**src/sv/cct_pkg.sv**
```systemverilog
`default_nettype none

package cct_pkg;

    localparam int CHAR_W = 16;
    localparam int OUT_OFF_W = 16;
    localparam int QUEUE_DEPTH = 4;

    // input actions
    localparam logic [1:0] ACT_LOAD = 2'd0;
    localparam logic [1:0] ACT_CHAR = 2'd1;
    localparam logic [1:0] ACT_END  = 2'd2;

    // character classes
    typedef logic [1:0] t_class;
    localparam t_class CLS_ALLOW = 2'd0;
    localparam t_class CLS_DELIM = 2'd1;
    localparam t_class CLS_SPACE = 2'd2;
    localparam t_class CLS_UNITE = 2'd3;

    // result kinds
    localparam logic [1:0] KIND_PRIMARY = 2'd0;
    localparam logic [1:0] KIND_DELIM   = 2'd1;
    localparam logic [1:0] KIND_END     = 2'd2;

    // modes
    localparam logic [1:0] MODE_PRIMARY_ONLY = 2'd1;

    typedef enum logic [1:0] {
        RUN_IDLE  = 2'd0,
        RUN_TERM  = 2'd1,
        RUN_DELIM = 2'd2
    } t_run;

    // classified word handed from front to back
    typedef struct packed {
        logic              is_end;
        logic [CHAR_W-1:0] ch;
        t_class            cls;
    } t_tok;

    typedef struct packed {
        logic [1:0]           kind;
        logic [CHAR_W-1:0]    out_char;
        logic [OUT_OFF_W-1:0] word_offset;
        logic                 term_last;
        logic                 empty_string;
    } t_res;

endpackage

`default_nettype wire

```
**src/sv/cct_fifo.sv**
```systemverilog
`default_nettype none

module cct_fifo import cct_pkg::*; (
    input  wire logic i_clk,
    input  wire logic i_rst_n,
    input  wire logic i_push,
    input  wire t_tok i_data,
    output logic      o_full,
    input  wire logic i_pop,
    output logic      o_valid,
    output t_tok      o_data
);

    localparam int PW = $clog2(QUEUE_DEPTH);

    t_tok          r_mem [QUEUE_DEPTH];
    logic [PW-1:0] r_wr_ptr;
    logic [PW-1:0] r_rd_ptr;
    logic [PW:0]   r_count;

    logic do_push;
    logic do_pop;

    assign o_full = (r_count == (PW+1)'(QUEUE_DEPTH));
    assign o_valid = (r_count != '0);
    assign o_data = r_mem[r_rd_ptr];
    assign do_push = i_push && !o_full;
    assign do_pop = i_pop && o_valid;

    always_ff @(posedge i_clk) begin
        if (!i_rst_n) begin
            r_wr_ptr <= '0;
            r_rd_ptr <= '0;
            r_count  <= '0;
        end else begin
            if (do_push) begin
                r_wr_ptr <= r_wr_ptr + PW'(1);
            end
            if (do_pop) begin
                r_rd_ptr <= r_rd_ptr + PW'(1);
            end
            if (do_push && !do_pop) begin
                r_count <= r_count + (PW+1)'(1);
            end else if (do_pop && !do_push) begin
                r_count <= r_count - (PW+1)'(1);
            end
        end
    end

    always_ff @(posedge i_clk) begin
        if (do_push) begin
            r_mem[r_wr_ptr] <= i_data;
        end
    end

endmodule

`default_nettype wire

```
**config.mk**
```make
export PLATFORM = sky130hd
export DESIGN_NAME = cct_fifo
export DESIGN_NICKNAME = d
export VERILOG_FILES = /design/src/sv/cct_pkg.sv /design/src/sv/cct_fifo.sv
export SDC_FILE = /design/constraint.sdc
export NUM_CORES = 1
export LEC_CHECK = 0
export BUFFER_PORTS_ARGS = -buffer_cell sky130_fd_sc_hd__buf_2
export CAP_MARGIN = 20
export CORE_MARGIN = 2
export CORE_UTILIZATION = 25
export DETAILED_ROUTE_END_ITERATION = 8
export HOLD_SLACK_MARGIN = 0.1
export PLACE_DENSITY = 0.45
export SETUP_SLACK_MARGIN = 0.1
export SLEW_MARGIN = 20
export SYNTH_ARGS = -nofsm -noshare
export SYNTH_HDL_FRONTEND = slang
export SYNTH_SLANG_ARGS = --single-unit
export TNS_END_PERCENT = 5
```
**constraint.sdc**
```tcl
create_clock -name i_clk -period 2.6 [get_ports i_clk]
set_input_delay 0.52 -clock i_clk [delete_from_list [all_inputs] [get_ports i_clk]]
set_output_delay 0.52 -clock i_clk [all_outputs]
set_load 0.02 [all_outputs]
```
Word level (Yosys, flattened, before mapping)
Memory sizes are Yosys's and may differ from the RTL's. A register that Yosys moved wholly into a read port is not among the register bits.
Cells that the tools add are included.
W data, S select, Z words.
- bits in registers: 7
- latch bits: 0
- RAM bits: 76
- ROM bits: 0
- input bits: 23
- output and inout bits: 21
- word-level logic and storage cells: 24
- memories kept: 1
- memory list (name ; depth ; bits a word ; rd ports ; clocked after memory_dff ; write ports ; RTL line ; RTL):
    r_mem ; 4 ; 19 ; 1 ; 1 ; 1 ; cct_fifo.sv:16 ; t_tok r_mem [QUEUE_DEPTH];
- $add $sub $neg: 4
- multiply operators: 0
- div/mod/pow operators: 0
- $lt $le $gt $ge: 0
- eq/ne operators: 1
- shift-type cells: 0
- muxes and demuxes: 6
- bitwise logic cells: 0
- reductions and logical operators: 9
- operators by type and width (cell ; count):
    $mux W3 ; 2
    $add A2 B1 Y2 const B ; 2
    $logic_and A1 B1 Y1 ; 4
    $mux W2 ; 2
    $add A3 B1 Y3 const B ; 1
    $eq A3 B3 Y1 const B ; 1
    $logic_not A1 Y1 ; 3
    $reduce_bool A3 Y1 ; 1
    $sub A3 B1 Y3 const B ; 1
    $mux W1 ; 2
    $reduce_bool A2 Y1 ; 1

Logic depth before layout (Yosys ltp)
- word-level depth: 7
- mapped depth: 9
- mapped depth without buffers: 8

Least setup slack after synthesis
Ideal clock, no wire load.
- path type: reg-to-reg
- start: reg r_count[0]
- end: reg r_count[2]
- library setup time: 76 ps
- arrival time: 2023 ps
- required time: 2524 ps
- path slack: 502 ps
- cell stages (with the launch flop): 10
- path buffers: 1
- period minus slack after synthesis: 2098 ps
- cells stage by stage: dfxtp_1 nor3b_2 nor2b_1 buf_6 ha_1 inv_1 fa_1 xor2_1 or3_1 a21boi_0
- word-level cells in the longest chain between the ends: 6
- elaborated cells between the ends (all ways): 14
- those cells by class: 2 x add/sub; 1 x eq/ne; 2 x mux; 9 x reduce/logical
- ends and longest elaborated chain (element ; RTL line ; RTL):
    start: declaration ; cct_fifo.sv:19 ; logic [PW:0] r_count;
    start signal: assignment ; cct_fifo.sv:43 ; r_count <= r_count + (PW+1)'(1);
    start signal: assignment ; cct_fifo.sv:45 ; r_count <= r_count - (PW+1)'(1);
    $eq A3 B3 Y1 * ; cct_fifo.sv:24 ; assign o_full = (r_count == (PW+1)'(QUEUE_DEPTH));
    via o_full ; cct_fifo.sv:8 ; output logic o_full,
    $logic_not A1 Y1 * ; cct_fifo.sv:27 ; assign do_push = i_push && !o_full;
    $logic_and A1 B1 Y1 * ; cct_fifo.sv:27 ;
    via do_push ; cct_fifo.sv:21 ; logic do_push;
    $logic_not A1 Y1 ; cct_fifo.sv:44 ; end else if (do_pop && !do_push) begin
    $logic_and A1 B1 Y1 ; cct_fifo.sv:44 ;
    $reduce_bool A2 Y1 (no source line) ; -- ;
The timed path passes the listed nets; every way through them passes the cells marked *. The select of a mux whose other input is x is not followed.
A chain may end at the register's enable or synchronous reset.

==> impl_results.md <==
* Status: complete, no violations
* Startpoint class of the critical path: register
* Layout net count at 233
* Worst-path clk slew at 0.06 ns
* Final worst path period share at 87.54%
* CTS sink count at 85
* ANT nets after route at 0
* R2R depth at 8
* GRT overflow at 0
* Largest stage delay, worst path at 0.62 ns
* CTS root buffer: clkbuf_16
* Hold Crit Start: i_data[9]
* Placed Instances at 365
* Critical R2R Launch: r_count[0]$_SDFFE_PN0P_
* Fin cells at 381
* Final wirelength at 5868 microns
* First-pass GRT wire length at 9280 microns
* Switching fraction of total power at 29.16%
* Post-CTS Setup Bufs at 0
* Yosys reg bits at 85
* Final setup fails at 0
* Endpoints failing hold at 0
* Synth area leader: edfxtp_1
* Fillcell total at 1296
* Layout cells sized above 1 at 38.28%
* Buffers on Ports at 43
* Placer Congestion at 0.6633
* Row cnt at 41
* Worst Hold Endpoint: r_mem[3][9]$_DFFE_PP_
* Yosys cell types at 23
* CTS tree: yes
* MaxCap Viol Count at 0
* Crit Path Max Fanout at 14
* Worst hold-check path type: in -> reg
* DP HPWL at 3672 microns
* Combinational fraction of design power at 26.5%
* Syn Inst Count at 147
* Pin count of the biggest net entering global routing at 20
* Relative slew slack at 78.45%
* Reg-to-reg slack, setup at 0.51 ns
* Wire length per cell at 15.40 microns
* Psw at 0.001140 W
* Setup_tns at 0 ns
* Initial cell density of the core at 25.75%
* Tightest Pin Transition at 0.3233 ns
* Die X at 118.5 microns
* Worst VDD drop at 0.3528 mV
* First-pass DRT Iterations at 4
* Most area-consuming cells after synthesis: edfxtp_1, mux4_2, mux4_1
* CTS Hold Bufs at 0
* Period minus WS final at 2.276 ns
* Total GRT Usage at 9.089%
* Slew Limit Fails at 0
* Avg Vias per Cell at 3.987
* Static Leakage at 1.373 nW
* Antenna fix cells at 0
* Crit-path cells: buf_4 > mux4_1 > buf_2
* Area share of the largest cell type after synthesis at 69.67%
* Final Util at 31.31%
* Post-Route Skew at 0.005185 ns
* Total CTS buffers at 9
* Clock share of power at 29.1%
* Residual DRC at 0
* Post-Syn Area at 3276 sq um
* Cts repair resizes at 0
* Worst Setup End Kind: output pin
* H-tree depth at 3
* Hold path depth at 1
* Vert. Die Dim at 118.5 microns
* Syn_nets at 176
* Critical Path RT at 2.08 ns
* Maximum clock frequency at 0.4394 GHz
* P&R area growth vs syn at 21.62%
* Clock tree buffer depth at 2
* Core area at 12720 sq um
* Antenna violations before repair at 0
* Vias in the first global route at 1614
* RSZ-0062 raised after global routing: false
* Ports at 44
* Worst EP arrival at 1.76 ns
* Fin Hold WS at 0.4009 ns
* Avg Cell Area, Syn at 22.28 sq um
* Sequential share of power at 44.4%
* CP max stage cell: mux4_1
* Reg-to-reg endpoint: r_count[2]$_SDFFE_PN0P_
* Setup CP Type: reg -> out
* Final Power at 0.003909 W
* Register area share after synthesis at 75.17%
* Number of synthesis warnings at 0
* DR iter-0 viols at 148
* Via count at 1519
* Die area at 14030 sq um
* Total internal power at 0.002769 W
* Pwr Density at 981.1 nW/um^2
* Skew-Pair Late Insertion Delay at 0.34 ns
[state kept, by name, indices dropped and copies added, names as in the netlist, named ones only]
name and cells:
r_mem 76, r_rd_ptr 2, r_count 3, r_wr_ptr 2
[layer usage]
metal	track usage (%)	share of wire (%)	up-vias	wire length, microns
met5	0	0	-	0
met4	4.018	2.0	0	115
met3	3.668	6.1	10	359
met2	13.95	46	44	2728
met1	11.29	45	752	2664
li1	-	-	713	-
[area by class of cell]
type / count / area (sq um) / share of cell area [%]
Tap cell: 172 / 215.2 / 5.402
Inverter: 3 / 11.26 / 0.2827
Clock buffer: 10 / 229.0 / 5.747
Clock inverter: 6 / 37.54 / 0.9422
Multi-Input combinational cell: 53 / 745.7 / 18.72
Timing Repair Buffer: 52 / 282.8 / 7.098
Sequential cell: 85 / 2462 / 61.81
[power groups by stage]
stage / clock [W] / combinational [W] / sequential (W)
finish: 0.00114 / 0.00103 / 0.00174
global route: 0.00124 / 0.00114 / 0.00175
CTS: 0.00118 / 0.00107 / 0.00174
detailed placement: 0 / 0.00107 / 0.00177
global placement: 0 / 0.00107 / 0.00177
floorplan: 0 / 0.000772 / 0.00175
[kinds of logic (layout without fill, tap and decap cells)]
logic type	Yosys count	in the layout	share of synthesized area, %
AO/OA/AOI/OAI	4	4	1.261
adder cells (fa/ha/maj)	6	6	2.521
multiplexers	22	22	14.78
flip-flops	85	85	75.17
AND/OR/NAND/NOR	17	17	3.132
XOR/XNOR	4	4	1.070
buffers and inverters	9	71	2.062
[cell usage in the layout (no fill, tap or decap)]
cell,n
edfxtp_1,76
buf_2,43
mux4_2,12
dfxtp_1,9
clkbuf_16,9
buf_4,9
and2_1,8
mux4_1,7
ha_1,5
nand2_1,4
inv_1,3
xnor2_1,3
mux2i_1,3
nor2b_1,2
or3_1,2
clkinv_1,2
nor3b_2,1
o31ai_2,1
o311ai_2,1
xor2_1,1
o21ai_0,1
a21boi_0,1
fa_1,1
inv_6,1
clkinvlp_4,1
clkinv_4,1
clkinv_2,1
clkbuf_1,1
[worst max path at each step]
stage                                       start                       to  slack [ns]  cells past startpoint
after detailed placement                   i_push  r_count[2]$_SDFFE_PN0P_        0.47                      8
after global placement                     i_push  r_count[2]$_SDFFE_PN0P_        0.55                      8
after floorplan           r_count[0]$_SDFFE_PN0P_  r_count[2]$_SDFFE_PN0P_        0.50                      9
final                                    register               o_data[13]        0.32                      3
after global routing                     register               o_data[13]        0.19                      3
after CTS                                register               o_data[13]        0.25                      3
[cell usage after synthesis]
library cell	count
a21boi_0	1
and2_1	8
buf_12	1
buf_2	2
buf_6	2
clkbuf_1	1
dfxtp_1	9
edfxtp_1	76
fa_1	1
ha_1	5
inv_1	3
mux2i_1	3
mux4_1	7
mux4_2	12
nand2_1	4
nor2b_1	2
nor3b_2	1
o21ai_0	1
o311ai_2	1
o31ai_2	1
or3_1	2
xnor2_1	3
xor2_1	1
[stage by stage]
stage          setup slack (ns)  instance area, sq um
2_1_floorplan            0.5018                  3276
3_3_place_gp             0.5536                  3717
3_5_place_dp             0.4655                  3717
4_1_cts                  0.2455                  3984
5_1_grt                  0.1895                  3984
6_report                 0.3240                  3984
[critical path: cells and delay by family (launching register included)]
family / cells / cell delay (ns)
mux: 1 / 0.62
buf+inv: 2 / 0.47
flops: 1 / 0.33
Power figures use the tool's default switching activity.
