--- config.mk ---
export PLATFORM = sky130hd
export DESIGN_NAME = cct_back_flat
export DESIGN_NICKNAME = d
export VERILOG_FILES = /design/src/sv/cct_pkg.sv /design/src/sv/cct_if.sv /design/src/sv/cct_back.sv /design/src/flat_wrapper.sv
export SDC_FILE = /design/constraint.sdc
export NUM_CORES = 1
export LEC_CHECK = 0
export ABC_AREA = 1
export BUFFER_PORTS_ARGS = -buffer_cell sky130_fd_sc_hd__buf_4
export CORE_ASPECT_RATIO = 1.5
export CORE_MARGIN = 2
export CORE_UTILIZATION = 30
export DETAILED_ROUTE_END_ITERATION = 12
export GPL_ROUTABILITY_DRIVEN = 1
export PLACE_DENSITY = 0.48
export SYNTH_ARGS = -nofsm -noshare
export SYNTH_HDL_FRONTEND = slang
export SYNTH_SLANG_ARGS = --single-unit
--- constraint.sdc ---
create_clock -name i_clk -period 3.28 [get_ports i_clk]
set_input_delay 0.82 -clock i_clk [delete_from_list [all_inputs] [get_ports i_clk]]
set_output_delay 0.82 -clock i_clk [all_outputs]
set_load 0.01 [all_outputs]
--- src/sv/cct_pkg.sv ---
`default_nettype none

package cct_pkg;

    localparam int CHAR_W = 16;
    localparam int OUT_OFF_W = 16;
    localparam int QUEUE_DEPTH = 4;

    // input actions
    localparam logic [1:0] ACT_LOAD = 2'd0;
    localparam logic [1:0] ACT_CHAR = 2'd1;
    localparam logic [1:0] ACT_END  = 2'd2;

    // character classes
    typedef logic [1:0] t_class;
    localparam t_class CLS_ALLOW = 2'd0;
    localparam t_class CLS_DELIM = 2'd1;
    localparam t_class CLS_SPACE = 2'd2;
    localparam t_class CLS_UNITE = 2'd3;

    // result kinds
    localparam logic [1:0] KIND_PRIMARY = 2'd0;
    localparam logic [1:0] KIND_DELIM   = 2'd1;
    localparam logic [1:0] KIND_END     = 2'd2;

    // modes
    localparam logic [1:0] MODE_PRIMARY_ONLY = 2'd1;

    typedef enum logic [1:0] {
        RUN_IDLE  = 2'd0,
        RUN_TERM  = 2'd1,
        RUN_DELIM = 2'd2
    } t_run;

    // classified word handed from front to back
    typedef struct packed {
        logic              is_end;
        logic [CHAR_W-1:0] ch;
        t_class            cls;
    } t_tok;

    typedef struct packed {
        logic [1:0]           kind;
        logic [CHAR_W-1:0]    out_char;
        logic [OUT_OFF_W-1:0] word_offset;
        logic                 term_last;
        logic                 empty_string;
    } t_res;

endpackage

`default_nettype wire

--- src/sv/cct_if.sv ---
`default_nettype none


interface cct_out_if;
    logic        valid;
    logic        ready;
    logic [1:0]  kind;
    logic [15:0] out_char;
    logic [15:0] word_offset;
    logic        term_last;
    logic        empty_string;

    modport source (output valid, kind, out_char, word_offset, term_last, empty_string,
                    input ready);
    modport sink (input valid, kind, out_char, word_offset, term_last, empty_string,
                  output ready);
endinterface

`default_nettype wire

--- src/sv/cct_back.sv ---
`default_nettype none

module cct_back import cct_pkg::*; #(
    parameter int OFFSET_BITS = 16
) (
    input  wire logic       i_clk,
    input  wire logic       i_rst_n,
    input  wire logic [1:0] i_mode,
    input  wire logic       i_tok_valid,
    input  wire t_tok       i_tok,
    output logic            o_pop,
    cct_out_if.source       o_out
);

    t_run                   r_run;
    logic                   r_held_valid;
    logic [CHAR_W-1:0]      r_held_char;
    logic                   r_held_kind;
    logic [OFFSET_BITS-1:0] r_held_offset;
    logic [OFFSET_BITS-1:0] r_wc;
    logic                   r_prev_delim;
    logic                   r_any_seen;

    logic r_out_valid;
    t_res r_out;
    logic r_pend_valid;
    t_res r_pend;

    t_run                   n_run;
    logic                   n_held_valid;
    logic [CHAR_W-1:0]      n_held_char;
    logic                   n_held_kind;
    logic [OFFSET_BITS-1:0] n_held_offset;
    logic [OFFSET_BITS-1:0] n_wc;
    logic                   n_prev_delim;
    logic                   n_any_seen;

    logic                   out_free;
    logic                   drop;
    logic                   term_cls;
    logic                   close_run;
    logic                   cont_run;
    logic                   load_new;
    logic [OFFSET_BITS-1:0] wc1;
    logic [31:0]            off_ext;
    logic [1:0]             nres;
    t_res                   res0;
    t_res                   res1;
    t_res                   held_res;
    t_res                   end_res;

    function automatic logic [OFFSET_BITS-1:0] sat_inc(input logic [OFFSET_BITS-1:0] v);
        sat_inc = (v == '1) ? v : v + OFFSET_BITS'(1);
    endfunction

    assign out_free = !r_out_valid || o_out.ready;
    assign o_pop = i_tok_valid && out_free && !r_pend_valid;

    // next run state
    always_comb begin
        n_run = r_run;
        if (i_tok.is_end) begin
            n_run = RUN_IDLE;
        end else begin
            unique case (i_tok.cls)
                CLS_ALLOW, CLS_UNITE: n_run = RUN_TERM;
                CLS_SPACE:            n_run = RUN_IDLE;
                default:              n_run = drop ? RUN_IDLE : RUN_DELIM;
            endcase
        end
    end

    // results and stream datapath
    always_comb begin
        drop = (i_mode == MODE_PRIMARY_ONLY);
        term_cls = (i_tok.cls == CLS_ALLOW) || (i_tok.cls == CLS_UNITE);
        wc1 = (drop && r_prev_delim && i_tok.cls != CLS_DELIM) ? sat_inc(r_wc) : r_wc;
        close_run = (term_cls && r_run != RUN_TERM) || (i_tok.cls == CLS_SPACE)
                  || (i_tok.cls == CLS_DELIM && (drop || r_run != RUN_DELIM));
        cont_run = (i_tok.cls == CLS_ALLOW && r_run == RUN_TERM)
                 || (i_tok.cls == CLS_DELIM && !drop && r_run == RUN_DELIM);
        load_new = (i_tok.cls == CLS_ALLOW) || (i_tok.cls == CLS_DELIM && !drop);

        off_ext = 32'(r_held_offset);
        held_res.kind = r_held_kind ? KIND_DELIM : KIND_PRIMARY;
        held_res.out_char = r_held_char;
        held_res.word_offset = off_ext[OUT_OFF_W-1:0];
        held_res.term_last = 1'b1;
        held_res.empty_string = 1'b0;

        end_res.kind = KIND_END;
        end_res.out_char = '0;
        end_res.word_offset = '0;
        end_res.term_last = 1'b0;
        end_res.empty_string = !r_any_seen;

        res0 = held_res;
        res1 = end_res;
        nres = 2'd0;
        n_held_valid = r_held_valid;
        n_held_char = r_held_char;
        n_held_kind = r_held_kind;
        n_held_offset = r_held_offset;
        n_wc = r_wc;
        n_prev_delim = r_prev_delim;
        n_any_seen = r_any_seen;

        if (i_tok.is_end) begin
            // flush the held character, then mark the end; clear the stream
            nres = r_held_valid ? 2'd2 : 2'd1;
            res0 = r_held_valid ? held_res : end_res;
            n_held_valid = 1'b0;
            n_held_char = '0;
            n_held_kind = 1'b0;
            n_held_offset = '0;
            n_wc = '0;
            n_prev_delim = 1'b0;
            n_any_seen = 1'b0;
        end else begin
            nres = (r_held_valid && (close_run || cont_run)) ? 2'd1 : 2'd0;
            res0.term_last = close_run;
            n_wc = (close_run && r_held_valid) ? sat_inc(wc1) : wc1;
            if (load_new) begin
                n_held_valid = 1'b1;
                n_held_char = i_tok.ch;
                n_held_kind = (i_tok.cls == CLS_DELIM);
                n_held_offset = n_wc;
            end else if (close_run) begin
                n_held_valid = 1'b0;
            end
            n_prev_delim = (i_tok.cls == CLS_DELIM);
            n_any_seen = 1'b1;
        end
    end

    always_ff @(posedge i_clk) begin
        if (!i_rst_n) begin
            r_run        <= RUN_IDLE;
            r_held_valid <= 1'b0;
            r_wc         <= '0;
            r_prev_delim <= 1'b0;
            r_any_seen   <= 1'b0;
        end else if (o_pop) begin
            r_run        <= n_run;
            r_held_valid <= n_held_valid;
            r_wc         <= n_wc;
            r_prev_delim <= n_prev_delim;
            r_any_seen   <= n_any_seen;
        end
    end

    always_ff @(posedge i_clk) begin
        if (o_pop) begin
            r_held_char   <= n_held_char;
            r_held_kind   <= n_held_kind;
            r_held_offset <= n_held_offset;
        end
    end

    // output slot plus one pending slot for the second result of an end
    always_ff @(posedge i_clk) begin
        if (!i_rst_n) begin
            r_out_valid  <= 1'b0;
            r_pend_valid <= 1'b0;
        end else if (out_free) begin
            if (r_pend_valid) begin
                r_out_valid  <= 1'b1;
                r_pend_valid <= 1'b0;
            end else if (o_pop && nres != 2'd0) begin
                r_out_valid  <= 1'b1;
                r_pend_valid <= (nres == 2'd2);
            end else begin
                r_out_valid <= 1'b0;
            end
        end
    end

    always_ff @(posedge i_clk) begin
        if (out_free) begin
            if (r_pend_valid) begin
                r_out <= r_pend;
            end else if (o_pop) begin
                r_out  <= res0;
                r_pend <= res1;
            end
        end
    end

    assign o_out.valid = r_out_valid;
    assign o_out.kind = r_out.kind;
    assign o_out.out_char = r_out.out_char;
    assign o_out.word_offset = r_out.word_offset;
    assign o_out.term_last = r_out.term_last;
    assign o_out.empty_string = r_out.empty_string;

endmodule

`default_nettype wire

--- src/flat_wrapper.sv ---
// flat-port wrapper written by rule: the top's interface ports become plain ports
module cct_back_flat import cct_pkg::*;
#(
    parameter int OFFSET_BITS = 16
)
  (i_clk, i_rst_n, i_mode, i_tok_valid, i_tok, o_pop, o_out_valid, o_out_kind, o_out_out_char, o_out_word_offset, o_out_term_last, o_out_empty_string, o_out_ready);
  cct_out_if o_out_i ();
  input  wire logic i_clk;
  input  wire logic i_rst_n;
  input  wire logic [1:0] i_mode;
  input  wire logic i_tok_valid;
  input  wire t_tok i_tok;
  output logic o_pop;
  output wire logic [$bits(o_out_i.valid)-1:0] o_out_valid;
  output wire logic [$bits(o_out_i.kind)-1:0] o_out_kind;
  output wire logic [$bits(o_out_i.out_char)-1:0] o_out_out_char;
  output wire logic [$bits(o_out_i.word_offset)-1:0] o_out_word_offset;
  output wire logic [$bits(o_out_i.term_last)-1:0] o_out_term_last;
  output wire logic [$bits(o_out_i.empty_string)-1:0] o_out_empty_string;
  input wire logic [$bits(o_out_i.ready)-1:0] o_out_ready;
  assign o_out_valid = o_out_i.valid;
  assign o_out_kind = o_out_i.kind;
  assign o_out_out_char = o_out_i.out_char;
  assign o_out_word_offset = o_out_i.word_offset;
  assign o_out_term_last = o_out_i.term_last;
  assign o_out_empty_string = o_out_i.empty_string;
  assign o_out_i.ready = o_out_ready;
  cct_back #(.OFFSET_BITS(OFFSET_BITS)) u_core (.i_clk(i_clk), .i_rst_n(i_rst_n), .i_mode(i_mode), .i_tok_valid(i_tok_valid), .i_tok(i_tok), .o_pop(o_pop), .o_out(o_out_i));
endmodule
### Word-level counts from Yosys, hierarchy flattened

Cells that the tools add are included.

* $lt $le $gt $ge: 0
* divide/modulo/power cells: 0
* $add $sub $neg: 2
* $mul: 0
* equality and inequality tests: 12
* bitwise operators: 1
* reductions and logical operators: 34
* shift operators: 0
* mux-type cells: 30

Operator list (count)
* 2-to-1 mux 16 bit: 7
* 2-to-1 mux 36 bit: 2
* 2-to-1 mux 34 bit: 1
* adder 16 x 1 -> 16 bit (second input constant): 2
* equality test 16 bit (second input constant): 2
* 2-to-1 mux 1 bit: 15
* logical AND 1 bit: 12
* equality test 2 bit (second input constant): 4
* logical OR 1 bit: 8
* 2-to-1 mux 2 bit: 4
* equality test 2 x 1 -> 1 bit (second input constant): 3
* AND reduction 2 bit: 3
* nonzero test 2 bit: 3
* zero test 1 bit: 4
* inequality test 2 x 1 -> 1 bit (second input constant): 2
* case mux 2 bit (2 select lines): 1
* AND reduction 3 bit: 1
* nonzero test 3 bit: 1
* zero test 2 bit: 1
* inequality test 2 bit (second input constant): 1
* OR reduction 2 bit: 1
* inverter 1 bit: 1

* memories: 0
* logic and storage cells: 95
* bits in read-only memories: 0
* bits in latches: 0
* memory bits (writable): 0
* output and inout port bits: 38
* input port bits: 25
* register bits after elaboration: 93

### Longest topological paths before layout

Gate-level depths: netlist (run 1).

* word-level depth: 13
* depth in mapped cells: 20
* gate-level depth less buffers: 20

### Worst setup path after synthesis (run 1)

No wires, ideal clock.

* path kind: input port to flip-flop
* start point: in o_out_ready
* end point: reg u_core.r_out (netlist bit u_core.o_out.empty_string) (enable)
* stages on the path: 2
* library setup time: 0.441 ns
* required time: 2.839 ns
* slack: 0.165 ns
* arrival: 2.673 ns
* buffers on the path: 0
* path through: nor2_1 -> a21oi_1

* longest elaborated chain between the ends: 5

Ends and longest elaborated chain
* start: declaration: line flat_wrapper.sv:20 `input wire logic [$bits(o_out_i.ready)-1:0] o_out_ready;`
* logical OR 1 bit (*): line cct_back.sv:56 `assign out_free = !r_out_valid || o_out.ready;`
* logical AND 1 bit (2 in series): line cct_back.sv:57 `assign o_pop = i_tok_valid && out_free && !r_pend_valid;`
* nonzero test 2 bit (no source line)
* AND reduction 2 bit (no source line) (*)
* end signal: assignment: line cct_back.sv:181 `r_out <= r_pend;`
* end signal: assignment: line cct_back.sv:183 `r_out <= res0;`
* end: declaration: line cct_back.sv:25 `t_res r_out;`

Mark *: on every way between the ends. The rest lies on a longest branch, timed or not.
A chain may end at the register's enable or synchronous reset.

### Worst setup path in the final report (run 1)

* start point: in i_tok[1] (netlist name)
* end point: reg u_core.r_held_offset[1] (data pin)

* longest elaborated chain between the ends: 8
* elaborated cells between the ends (all ways): 18
* classes of those cells: add/sub (1); eq/ne (5); mux (4); reduce/logical (8)

Ends and longest elaborated chain
* start: declaration: line flat_wrapper.sv:12 `input wire t_tok i_tok;`
* parallel branches: the longest is 6 deep, another holds adder 16 x 1 -> 16 bit
* 2-to-1 mux 16 bit (*): line cct_back.sv:122 `n_wc = (close_run && r_held_valid) ? sat_inc(wc1) : wc1;`
* 2-to-1 mux 16 bit (*): line cct_back.sv:123 `if (load_new) begin`
* end signal: assignment: line cct_back.sv:156 `r_held_offset <= n_held_offset;`
* end: declaration: line cct_back.sv:19 `logic [OFFSET_BITS-1:0] r_held_offset;`

Mark *: on every way between the ends. The select of a mux whose other input is x is not followed.

==> qor.txt, run 1 <==
Post-Synth XOR/XNOR Area - 0.007009
Sequential share of the synthesized area - 0.5126
Power Dens Cells - 457.2 nW/µm²
First-pass GRT wire length - 18840 µm
Die Area - 17730 µm²
Sw Share - 0.2531
CTS Buf Count - 9
GPL Wtd Cong - 0.8564
Synthesis-stage register bit count - 93
Synth Area in Compound Gates - 0.06108
Main combinational cell family by area after synthesis - simple AND/OR/NAND/NOR gates
Post-CTS Setup Repair Bufs - 0
CTS tree - yes
Largest net degree at the start of global routing - 37
Design internal power - 0.002095 W
WHS - 0.4692 ns
Final Cycle Share - 0.9051
Startpoint types - input port
Avg WL per Cell - 12.55 µm
Synth Area in Adders - 0.01502
Drt initial violations - 216
Syn avg cell area - 8.154 µm²
Slew HR - 0.6876
Combinational power share - 0.119
P_sw - 0.0007102 W
Post-synth cell types - 34
Fin Clk Skew - 0.007377 ns
Nets - 724
Die X - 109.4 µm
Core ar. - 16260 µm²
Top_reg_cell synth - edfxtp_1
Clock sink count - 93
Met3 Wirelength - 400 µm
Worst min path class - reg2reg
CTS root buf - clkbuf_16
# port buffers - 62
DRC - 0
Number of global-route vias before repair - 3932
Final setup fails - 0
Status - completed
Final Max Tran Viols - 0
Post-CTS Hold Fix Bufs - 0
Sequential share of power - 0.498
Total Routing Usage GR - 0.1359
Met1 Wirelength - 4791 µm
Setup crit end kind - flip-flop
Critical Path RT - 3.37 ns
Clk pin slew, worst setup/hold paths - 0.07 ns
Achievable clock frequency - 0.3369 GHz
Die H - 162.1 µm
Initial Util - 0.3074
Simple-gate share of the synthesized area - 0.2979
Fin cells - 904
Ys async rst share - 0
Maximum VDD drop - 0.2431 mV
DR WL met2 - 5961 µm
CP Max Fanout - 14
H-tree depth - 3
DP Wirelength - 8557 µm
Share of layout cells above drive strength 1 - 0.2120
CP arrival - 3.06 ns
Syn Std Cell Area - 4999 µm²
Via/cell ratio - 4.425
Max_cap viols - 0
Min Tclk post-route - 2.969 ns
Clk_lat worst skew - 0.34 ns
Final WL - 11350 µm
Number of synthesized flops with an enable pin - 70
IO Pins - 63
Synthesis-to-layout area growth - 22.75%
Mux contribution to synthesized area - 0
Syn Nets - 644
Crit path kind - in2reg
Row count - 57
Initial antenna violation count - 0
Routed via count - 4000
GRT overflow - 0
Hold Fails Final Rpt - 0
DR pass1 iterations - 4
Mapped Cells - 613
Fillers - 1700
Resize count post-CTS - 0
Top sig layer - met4
Overall power - 0.002806 W
DP Cell Count - 888
P_leak - 2.803 nW
RSZ-0062 raised after global routing - false
Worst slew pin tran - 0.4686 ns
Clk network pwr share - 0.383
Clock Tree Buf Depth - 2
N_diodes - 0
Synth warnings - 0
Antenna Nets Post-Route - 0
-- path summary, 6_finish.rpt --
kind,startpoint,endpoint,slack [ns],depth (start not counted)
worst max-delay path,i_tok[1],u_core.r_held_offset[1]$_SDFFCE_PP0P_,0.31,18
worst max register to register,u_core.r_wc[1]$_SDFFE_PN0P_,u_core.r_held_offset[12]$_SDFFCE_PP0P_,0.40,16
worst min-delay path,u_core.r_prev_delim$_SDFFE_PN0P_,u_core.r_prev_delim$_SDFFE_PN0P_,0.47,2
worst min register to register,u_core.r_prev_delim$_SDFFE_PN0P_,u_core.r_prev_delim$_SDFFE_PN0P_,0.47,2
-- critical path, stage by stage --
cell	delay (ns)
buf_4	0.09
inv_1	0.06
ha_1	0.22
inv_1	0.09
nand2_1	0.08
nor2_4	0.24
inv_1	0.15
nor2_1	0.17
nand2_1	0.06
nand2_1	0.07
inv_1	0.04
ha_1	0.25
nand2_4	0.11
nor2_4	0.06
nand3_4	0.14
nand2_2	0.10
o211ai_1	0.24
inv_1	0.06
-- synthesized netlist by cell type (5+ instances only) --
library cell | number | area share
dfxtp_1 | 23 | 0.092
o21ai_0 | 25 | 0.025
clkinv_1 | 5 | 0.0038
nor2_4 | 8 | 0.018
nand4_1 | 11 | 0.014
nand2_2 | 10 | 0.013
nor2_2 | 8 | 0.010
a21oi_1 | 24 | 0.024
inv_1 | 115 | 0.086
nand3_1 | 46 | 0.046
ha_1 | 6 | 0.015
nor2_1 | 90 | 0.068
edfxtp_1 | 70 | 0.42
clkbuf_1 | 10 | 0.0075
nand2_1 | 120 | 0.090
nand3_2 | 6 | 0.012
-- registers in the layout (all words and copies together), names as in the netlist --
signal and cells:
u_core.r_run 2, u_core.o_out.term_last 1, u_core.o_out.empty_string 1, u_core.r_held_offset 16, u_core.r_pend_valid 1, u_core.o_out.word_offset 16, u_core.r_wc 16, u_core.o_out.kind 2
u_core.o_out.valid 1, u_core.r_any_seen 1, u_core.r_held_kind 1, u_core.r_held_valid 1, u_core.r_pend 1, u_core.r_held_char 16, u_core.o_out.out_char 16, u_core.r_prev_delim 1
-- final cells by class --
type | count | area (µm²) | area share
well taps | 206 | 257.7 | 0.04201
clock inverters | 7 | 81.33 | 0.01325
multi-input cells | 382 | 1921 | 0.3130
flip-flops and latches | 93 | 2562 | 0.4176
inverters | 124 | 465.4 | 0.07586
repair buffers | 83 | 623.1 | 0.1015
clock buffers | 9 | 225.2 | 0.03670
-- per-layer routing --
layer	vias up	track usage
li1	2103	-
met2	74	0.2469
met5	-	0
met1	1814	0.1583
met3	9	0.02006
met4	0	0.05006
-- cells in the final DEF, fill, tap and decap left out, types with 2 or more instances in the layout --
cell       Yosys  final
buf_4          1     83
o211ai_1       3      3
nand4_2        2      2
inv_1        115    115
o21ai_1        3      3
or2_2          3      3
inv_6          0      3
a21oi_1       24     23
edfxtp_1      70     70
xor2_1         3      3
clkbuf_16      0      9
o21ai_0       25     25
clkinv_1       5      5
inv_2          4      4
nor2_4         8      8
nand3_2        6      6
nor3_1         4      3
dfxtp_1       23     23
nor2_1        90     90
nand2_2       10     10
nand4_1       11     11
nand2_4        3      3
nor2_2         8      8
ha_1           6      6
nand3_1       46     46
nand2_1      120    120
-- logic make-up after synthesis --
family,after synthesis
and+or+nand+nor,314
DFF,93
xor gates and xnor gates,4
AOI/OAI and AO/OA,58
adders and majority gates,6
buffers and inverters,138
-- metrics by stage --
step | TNS (ns) | setup slack (ns) | util | instance area (µm²)
finish | 0 | 0.3114 | 0.3773 | 6136
detailed placement | -0.07311 | -0.06241 | 0.3585 | 5829
floorplan | 0 | 0.1655 | - | 4999
global route | 0 | 0.06602 | 0.3773 | 6136
global placement | 0 | 0.04906 | 0.3585 | 5829
CTS | 0 | 0.3077 | 0.3773 | 6136
-- power groups by stage --
stage | logic, W | clock network [W] | registers, W
2_1_floorplan | 0.000176 | 0 | 0.00143
3_3_place_gp | 0.000339 | 0 | 0.00142
3_5_place_dp | 0.000340 | 0 | 0.00142
4_1_cts | 0.000341 | 0.00111 | 0.00140
5_1_grt | 0.000382 | 0.00116 | 0.00141
6_report | 0.000334 | 0.00107 | 0.00140
(Power assumes the default switching activity.)
==> run 2, diff against run 1 <==
--- a/config.mk
+++ b/config.mk
@@ -9,10 +9,10 @@
 export BUFFER_PORTS_ARGS = -buffer_cell sky130_fd_sc_hd__buf_4
 export CORE_ASPECT_RATIO = 1.5
 export CORE_MARGIN = 2
-export CORE_UTILIZATION = 30
+export CORE_UTILIZATION = 53
 export DETAILED_ROUTE_END_ITERATION = 12
 export GPL_ROUTABILITY_DRIVEN = 1
-export PLACE_DENSITY = 0.48
+export PLACE_DENSITY = 0.77
 export SYNTH_ARGS = -nofsm -noshare
 export SYNTH_HDL_FRONTEND = slang
 export SYNTH_SLANG_ARGS = --single-unit
==> qor.txt, run 2 (same netlist as run 1, synthesis figures left out) <==
Status - completed
Critical Path Start - i_tok[1]
Max_cap viols - 0
Die H - 122.9 µm
Most common cell after layout, fill and taps aside - nand2_1
Fin cells - 803
Clk pin slew, worst setup/hold paths - 0.06 ns
Combinational power share - 0.122
First-pass GRT wire length - 18160 µm
N_diodes - 0
Sw Share - 0.2414
CP arrival - 2.96 ns
RSZ-0062 raised after global routing - false
Number of global-route vias before repair - 3961
Largest net degree at the start of global routing - 37
R2r setup slk - 0.42 ns
Total Routing Usage GR - 0.2235
Resize count post-CTS - 0
Synthesis-to-layout area growth - 18.82%
Post-CTS Hold Fix Bufs - 0
Critical Path RT - 3.37 ns
Share of layout cells above drive strength 1 - 0.1997
# port buffers - 62
GRT overflow - 0
Final setup fails - 0
DP Wirelength - 8139 µm
Final WL - 10780 µm
Hold Path Origin - u_core.r_prev_delim$_SDFFE_PN0P_
Setup_tns - 0 ns
Achievable clock frequency - 0.3489 GHz
Final Cycle Share - 0.8739
Fin Clk Skew - 0.007596 ns
CTS Buf Count - 9
CP Max Fanout - 9
DR pass1 iterations - 5
Nets - 717
Worst slew pin tran - 0.6645 ns
DP Cell Count - 787
Min Tclk post-route - 2.866 ns
WHS - 0.4694 ns
P_sw - 0.0006496 W
Worst min path class - reg2reg
Avg WL per Cell - 13.42 µm
P_leak - 2.750 nW
Row count - 43
CTS tree - yes
Startpoint types - input port
Setup crit end kind - flip-flop
Fin util - 0.6456
Slew HR - 0.5543
IO Pins - 63
Clock Tree Buf Depth - 2
Drt initial violations - 249
Routed via count - 4116
Commonest cells after routing, fill and taps aside - 120 x nand2_1, 115 x inv_1, 90 x nor2_1
Design internal power - 0.002041 W
Die X - 83.30 µm
DRC - 0
Sequential share of power - 0.521
Via/cell ratio - 5.126
Clk network pwr share - 0.358
Final Max Tran Viols - 0
Crit path kind - in2reg
Initial antenna violation count - 0
Post-CTS Setup Repair Bufs - 0
CTS root buf - clkbuf_16
Antenna Nets Post-Route - 0
GPL Wtd Cong - 0.9061
Core ar. - 9200 µm²
Reg2Reg Launch Point - u_core.r_wc[0]$_SDFFE_PN0P_
Clk_lat worst skew - 0.34 ns
Maximum VDD drop - 0.4241 mV
Hold Fails Final Rpt - 0
H-tree depth - 3
Power Dens Cells - 453.0 nW/µm²
Die Area - 10240 µm²
Initial Util - 0.5433
Clock sink count - 93
==> run 2: cell types whose count changed in the layout (fill, tap and decap cells not counted), sizes merged <==
| cell | before | now |
|---|---|---|
| bufinv | 1 | 0 |
| inv | 123 | 119 |
| buf | 83 | 76 |
| clkbuf | 9 | 13 |
| clkinvlp | 0 | 1 |
==> run 2: power by group through the flow <==
| stage | clock (W) | sequential (W) | combinational, W |
|---|---|---|---|
| 2_1_floorplan | 0 | 0.00143 | 0.000176 |
| 3_3_place_gp | 0 | 0.00142 | 0.000317 |
| 3_5_place_dp | 0 | 0.00143 | 0.000328 |
| 4_1_cts | 0.000975 | 0.00140 | 0.000329 |
| 5_1_grt | 0.00102 | 0.00141 | 0.000367 |
| 6_report | 0.000962 | 0.00140 | 0.000327 |
==> run 2: cell type report <==
type                            count  area [µm²]
Inverter                          124       465.4
Clock inverter                      3       20.02
Fill cell                         751        3261
Timing Repair Buffer               76       570.5
Tap cell                          112       140.1
Multi-Input combinational cell    382        1921
Sequential cell                    93        2562
Clock buffer                       13       260.3
==> run 2: critical path, cell delays in order <==
cell and delay [ns]:
buf_4 0.09, inv_1 0.06, ha_1 0.21, inv_1 0.08, nand2_1 0.08, nor2_4 0.20, inv_1 0.13, nor2_1 0.16
nand2_1 0.06, nand2_1 0.07, inv_1 0.04, ha_1 0.21, nand2_4 0.12, nor2_4 0.07, nand3_1 0.15, nand3_1 0.09
nand2_1 0.06, nand2_1 0.04, nand2_1 0.13, inv_1 0.05
==> run 2: stage by stage <==
| stage | setup WS [ns] | power, W | area (µm²) |
|---|---|---|---|
| finish | 0.4135 | 0.002691 | 5939 |
| global route | 0.1262 | 0.002796 | 5939 |
| CTS | 0.3995 | 0.002706 | 5939 |
| detailed placement | 0.08064 | 0.001754 | 5659 |
| global placement | 0.1393 | 0.001740 | 5659 |
| floorplan | 0.1655 | 0.001610 | 4999 |
==> run 2: final timing paths <==
kind                                                              end  cells after the start
worst max-delay path            u_core.r_held_offset[6]$_SDFFCE_PP0P_                     20
worst min-delay path                 u_core.r_prev_delim$_SDFFE_PN0P_                      2
worst max register to register  u_core.r_held_offset[1]$_SDFFCE_PP0P_                     17
worst min register to register       u_core.r_prev_delim$_SDFFE_PN0P_                      2
==> run 2: layer usage <==
metal  part of all wire  vias to the layer above  GRT usage
met5                  0                        -          0
met4              0.038                        0     0.1230
met3              0.048                       29    0.03672
met2               0.52                      123     0.4083
met1               0.40                     1877     0.2479
li1                   -                     2087          -
